### src/imfe_pkg.sv
`timescale 1ns / 1ps
// shared types, constants and tables of the metropolis flip engine
// no dependencies
package imfe_pkg;

	localparam int MAX_ROWS_DEF = 64;
	localparam int MAX_COLS_DEF = 64;

	localparam int J_W   = 16;  // coupling width, signed q8.8
	localparam int B_W   = 16;  // inverse temperature, unsigned q8.8
	localparam int DIM_W = 7;   // rows_used / cols_used
	localparam int SITE_W = 6;
	localparam int CNT_W = 10;  // uniform draw
	localparam int H_W   = 19;  // local field sum
	localparam int DE_W  = 20;  // energy change
	localparam int E_W   = 30;  // energy total
	localparam int M_W   = 14;  // spin total
	localparam int P_W   = 17;  // probability q0.16, up to 1.0

	localparam logic [16:0] LOG2E_Q16  = 17'd94548;
	localparam logic [9:0]  PROB_SCALE = 10'd1000;

	typedef enum logic [1:0] {
		KIND_LOAD   = 2'd0,
		KIND_FLIP   = 2'd1,
		KIND_RECALC = 2'd2
	} kind_t;

	typedef enum logic [2:0] {
		CFG_ROW   = 3'd0,
		CFG_NEAR  = 3'd1,
		CFG_FAR   = 3'd2,
		CFG_BETA  = 3'd3,
		CFG_TORUS = 3'd4,
		CFG_ROWS  = 3'd5,
		CFG_COLS  = 3'd6
	} cfg_idx_t;

	// neighbor codes, order of the flip read sequence
	typedef enum logic [2:0] {
		NB_SELF  = 3'd0,
		NB_LEFT  = 3'd1,
		NB_RIGHT = 3'd2,
		NB_UP    = 3'd3,
		NB_DOWN  = 3'd4,
		NB_UP2   = 3'd5,
		NB_DOWN2 = 3'd6
	} nbr_t;

	typedef enum logic [3:0] {
		S_IDLE,
		S_FRD,
		S_FWAIT,
		S_FDE,
		S_FCHK,
		S_FEXP,
		S_FUPD,
		S_WALK,
		S_WWAIT,
		S_WEND,
		S_DONE
	} state_t;

	typedef struct packed {
		logic             start;
		logic [DE_W-2:0]  de;
		logic [B_W-1:0]   beta;
		logic [CNT_W-1:0] count;
	} exp_req_t;

	typedef struct packed {
		logic done;
		logic take;
	} exp_rsp_t;

	// round(65536 * 2^(-i/16))
	function automatic logic [P_W-1:0] pow2_neg(input logic [4:0] i);
		logic [P_W-1:0] v;
		case (i)
			5'd0:    v = 17'd65536;
			5'd1:    v = 17'd62757;
			5'd2:    v = 17'd60097;
			5'd3:    v = 17'd57549;
			5'd4:    v = 17'd55109;
			5'd5:    v = 17'd52773;
			5'd6:    v = 17'd50535;
			5'd7:    v = 17'd48393;
			5'd8:    v = 17'd46341;
			5'd9:    v = 17'd44376;
			5'd10:   v = 17'd42495;
			5'd11:   v = 17'd40693;
			5'd12:   v = 17'd38968;
			5'd13:   v = 17'd37316;
			5'd14:   v = 17'd35734;
			5'd15:   v = 17'd34219;
			5'd16:   v = 17'd32768;
			default: v = 17'd32768;
		endcase
		return v;
	endfunction

endpackage

### src/imfe_exp_unit.sv
`timescale 1ns / 1ps
// multi-cycle acceptance test: p = exp(-de*beta) in q0.16, take = u < p
// depends on imfe_pkg
module imfe_exp_unit
	import imfe_pkg::*;
(
	input  logic     clk,
	input  logic     arst_n,
	input  exp_req_t req,
	output exp_rsp_t rsp
);

	localparam logic [2:0] LAST_STEP = 3'd6;

	logic             busy_q;
	logic [2:0]       step_q;
	logic [DE_W-2:0]  de_q;
	logic [B_W-1:0]   beta_q;
	logic [CNT_W-1:0] count_q;
	logic [34:0]      x_q;
	logic [34:0]      pl_q;
	logic [33:0]      ph_q;
	logic             zero_q;
	logic [4:0]       k_q;
	logic [3:0]       idx_q;
	logic [11:0]      frac_q;
	logic [P_W-1:0]   m_q;
	logic [26:0]      pk_q;

	logic [51:0]    prod;
	logic [P_W-1:0] t0, t1, m_d, p_d;
	logic [11:0]    dlt;
	logic [23:0]    slope;

	always_comb begin
		prod  = {ph_q, 18'b0} + {17'b0, pl_q};
		t0    = pow2_neg({1'b0, idx_q});
		t1    = pow2_neg({1'b0, idx_q} + 5'd1);
		dlt   = 12'(t0 - t1);
		slope = {12'b0, dlt} * {12'b0, frac_q};
		m_d   = t0 - {5'b0, slope[23:12]};
		p_d   = zero_q ? '0 : (m_q >> k_q);
	end

	always_ff @(posedge clk or negedge arst_n) begin
		if (!arst_n) begin
			busy_q <= 1'b0;
			step_q <= '0;
		end else if (!busy_q) begin
			if (req.start) begin
				busy_q <= 1'b1;
				step_q <= '0;
			end
		end else begin
			step_q <= step_q + 3'd1;
			if (step_q == LAST_STEP) begin
				busy_q <= 1'b0;
			end
		end
	end

	always_ff @(posedge clk) begin
		if (!busy_q && req.start) begin
			de_q    <= req.de;
			beta_q  <= req.beta;
			count_q <= req.count;
		end
		if (busy_q) begin
			case (step_q)
				3'd0: x_q  <= {16'b0, de_q} * {19'b0, beta_q};
				3'd1: pl_q <= {17'b0, x_q[17:0]} * {18'b0, LOG2E_Q16};
				3'd2: ph_q <= {17'b0, x_q[34:18]} * {17'b0, LOG2E_Q16};
				3'd3: begin
					// integer part of x*log2(e) above 16 leaves nothing
					zero_q <= (prod[51:32] > 20'd16);
					k_q    <= prod[36:32];
					idx_q  <= prod[31:28];
					frac_q <= prod[27:16];
				end
				3'd4: m_q  <= m_d;
				3'd5: pk_q <= {10'b0, p_d} * {17'b0, PROB_SCALE};
				default: ;
			endcase
		end
	end

	assign rsp.done = busy_q && (step_q == LAST_STEP);
	assign rsp.take = {1'b0, count_q, 16'b0} < pk_q;

endmodule

### config.mk
export PLATFORM = sky130hd
export DESIGN_NAME = imfe_exp_unit
export DESIGN_NICKNAME = d
export VERILOG_FILES = /design/src/imfe_pkg.sv /design/src/imfe_exp_unit.sv
export SDC_FILE = /design/constraint.sdc
export NUM_CORES = 2
export LEC_CHECK = 0
export BUFFER_PORTS_ARGS = -buffer_cell sky130_fd_sc_hd__buf_2
export CAP_MARGIN = 10
export CELL_PAD_IN_SITES_DETAIL_PLACEMENT = 0
export CELL_PAD_IN_SITES_GLOBAL_PLACEMENT = 1
export CORE_MARGIN = 5
export CORE_UTILIZATION = 54
export CTS_BUF_LIST = sky130_fd_sc_hd__clkbuf_8
export CTS_CLUSTER_SIZE = 25
export DETAILED_ROUTE_END_ITERATION = 8
export PLACE_DENSITY = 0.91
export SLEW_MARGIN = 40
export SYNTH_ARGS = -nofsm -noshare
export SYNTH_HDL_FRONTEND = slang
export SYNTH_SLANG_ARGS = --single-unit
### constraint.sdc
create_clock -name clk -period 13.7 [get_ports clk]
set_input_delay 2.74 -clock clk [delete_from_list [all_inputs] [get_ports clk]]
set_output_delay 2.74 -clock clk [all_outputs]
set_load 0.02 [all_outputs]
==> impl_metrics.tcl <==
set metrics [dict create \
    status "finished, final reports clean" \
    criticalPathCategory "flop to flop" \
    synth_cells 3612 \
    coreArea_sq_mm 0.0660 \
    synth_top_cell_by_area "fa_1" \
    fin_cells 4509 \
    nNetsFinal 4790 \
    hold_viol 0 \
    areaGrowthSynthToFinish_pct 5.24 \
    dp_hpwl_microns 59500 \
    ys_types 86 \
    htree_levels 2 \
    clk_path_buf_depth 3 \
    antenna_cells 0 \
    grt_pass1_vias 26100 \
    drt_pass1_iterations 5 \
    synth_edf_count 194 \
    path_max_fanout 18 \
    cap_violations 0 \
    period_share_pct 77.6 \
    synth_seq_area_share_pct 17.4 \
    viasPerCell 5.34 \
    period_needed_ns 10.62 \
    cts_buffers 40 \
    rsz0062_at_grt "no" \
    ys_seq_elements 215 \
    grt_use_total_pct 20.8 \
    worst_ep_arrival_time_ns 10.99 \
    worst_pin_slew_ns 0.843 \
    die_area_sq_mm 0.0721 \
    yosysMostFrequentCell "inv_1" \
    post-cts-setup-buffers 0 \
    max_clock_freq_ghz 0.0941 \
    start_util_pct 54.7 \
    ys.flop_type "edfxtp_1" \
    crit_top_cell "fa_1" \
    gp_routability_congestion 0.882 \
    ys_top_cells_by_area "fa_1 31%, ha_1 20%, edfxtp_1 16%" \
    rows 94 \
    synth.net_count 4783 \
    dr_total_vias 24100 \
    crit_required_ns 14.06 \
    synth_top_area_share_pct 30.7 \
    placed_cells 4441 \
    fp.dieW_microns 268 \
    drive_gt1_share_pct 4.47 \
    synth_area_per_cell_sq_um 9.99 \
    ys_top_cells_by_count "717 x inv_1, 570 x ha_1, 553 x fa_1" \
    clkLatencyLatePin_ns 0.62 \
    startpoint_type "flop" \
    max_slew_margin_pct 43.8 \
    io_buffers 49 \
    slowest_delay_ns 0.59 \
    wirelength_microns 71200 \
    cts.sinks 215 \
    setup_viol 0 \
    synthArstFlopShare_pct 1.86 \
    crit_buf_inv 6 \
    end_kind "flop" \
    setup_tns_ns 0 \
    slowest_stage "edfxtp_1" \
    antenna_found_initial 0 \
    clock-root-buffer "clkbuf_8" \
    cts_tree "yes" \
    maxSlewViolCount 0 \
    cts_resized 0 \
    drt_iter0_markers 1013 \
    grt_pass1_wl_microns 124000 \
    wire_per_inst_microns 15.8 \
    grt_overflow 0 \
    holdWs_ns 0.418 \
    final_antenna_net_count 0 \
    synth_warnings 0 \
    grt_max_degree 46 \
    syn_area_sq_mm 0.0361 \
    cp_top_family "adder cells" \
    route.detailed.drc 0 \
    clk_pin_slew_worst_paths_ns 0.06 \
    holdBufCountCts 0 \
    ios 50 \
    finClkSkew_ns 0.0478 \
    hp-class "flop to flop" \
    die_y_microns 268 \
]
routing by layer:
metal,vias up,track usage [%],wire [microns]
met1,11800,27.1,31400
met4,0,6.23,2150
met3,138,3.02,3020
met2,463,36.3,34700
met5,-,0,0
li1,11700,-,-
path summary, 6_finish.rpt:
| check | start | end | slack [ns] | cells past startpoint |
|---|---|---|---|---|
| hold reg to reg | pl_q[18] | frac_q[2] | 0.42 | 0 |
| hold / removal | pl_q[18] | frac_q[2] | 0.42 | 0 |
| setup / recovery | idx_q[0] | m_q[11] | 3.08 | 40 |
| setup reg to reg | idx_q[0] | m_q[11] | 3.08 | 40 |
| min in group asynchronous | arst_n | step_q[0] | 1.90 | 1 |
| max in group asynchronous | arst_n | busy_q | 11.67 | 1 |
flip-flops by register name, summed over array words and instances (netlist names):
signal	flops
x_q	35
frac_q	12
busy_q	1
pk_q	24
de_q	19
zero_q	1
step_q	3
k_q	5
ph_q	32
count_q	10
idx_q	4
m_q	17
t0	17
beta_q	16
pl_q	19
worst reg2reg max path: cells and delay by family, from the launching register on:
kind	cells	cell delay, ns
adder cells (fa/ha/maj)	11	4.47
XOR/XNOR	3	0.62
AND/OR/NAND/NOR	3	0.28
flip-flops	1	0.59
buffers and inverters	6	0.48
AO/OA/AOI/OAI	17	3.93
placed cells by master (no fill, tap or decap), types with 12 or more instances in the layout:
cell / count
ha_1: 570
o21ai_0: 75
a21o_1: 33
a21oi_1: 102
inv_1: 728
xnor2_1: 93
xor2_1: 35
nor2b_1: 33
nand2b_1: 18
clkbuf_8: 40
dfxtp_1: 17
nand3_1: 35
a31oi_1: 15
nor3_1: 45
nand2_1: 363
buf_2: 49
mux2i_1: 25
nor2_1: 139
mux2_2: 12
o211ai_1: 15
and3_1: 16
o21a_1: 25
or3_1: 13
and2_1: 166
edfxtp_1: 194
fa_1: 553
a211oi_1: 24
metrics by stage:
step                      cell area (sq um)  utilization, %  worst slack (ns)
after floorplan                       36100               -              4.04
after global placement                37100            56.3              3.15
after detailed placement              37200            56.3              2.94
after CTS                             37900            57.5              2.96
after global routing                  38000            57.5              2.33
final                                 38000            57.5              3.08
cell type report:
cell class	count	area (sq um)
Tap cell	864	1080
Multi-Input combinational cell	2584	26800
Timing Repair Buffer	60	328
Clock buffer	40	551
Fill cell	5689	28000
Sequential cell	215	6270
Inverter	718	2700
Clock inverter	28	221
logic make-up (layout without fill, tap and decap cells):
logic type | count (synthesis) | in the layout | share of synthesized area, %
fa+ha+maj | 1124 | 1124 | 50.5
buf+inv | 813 | 846 | 8.47
compound gates | 404 | 404 | 7.53
xor+xnor | 132 | 132 | 3.21
flops | 215 | 215 | 17.4
simple gates | 885 | 885 | 11.7
mux | 39 | 39 | 1.19
Power is not shown: default switching activity piles up to over one toggle a cycle in this logic, so the estimate is an artifact.
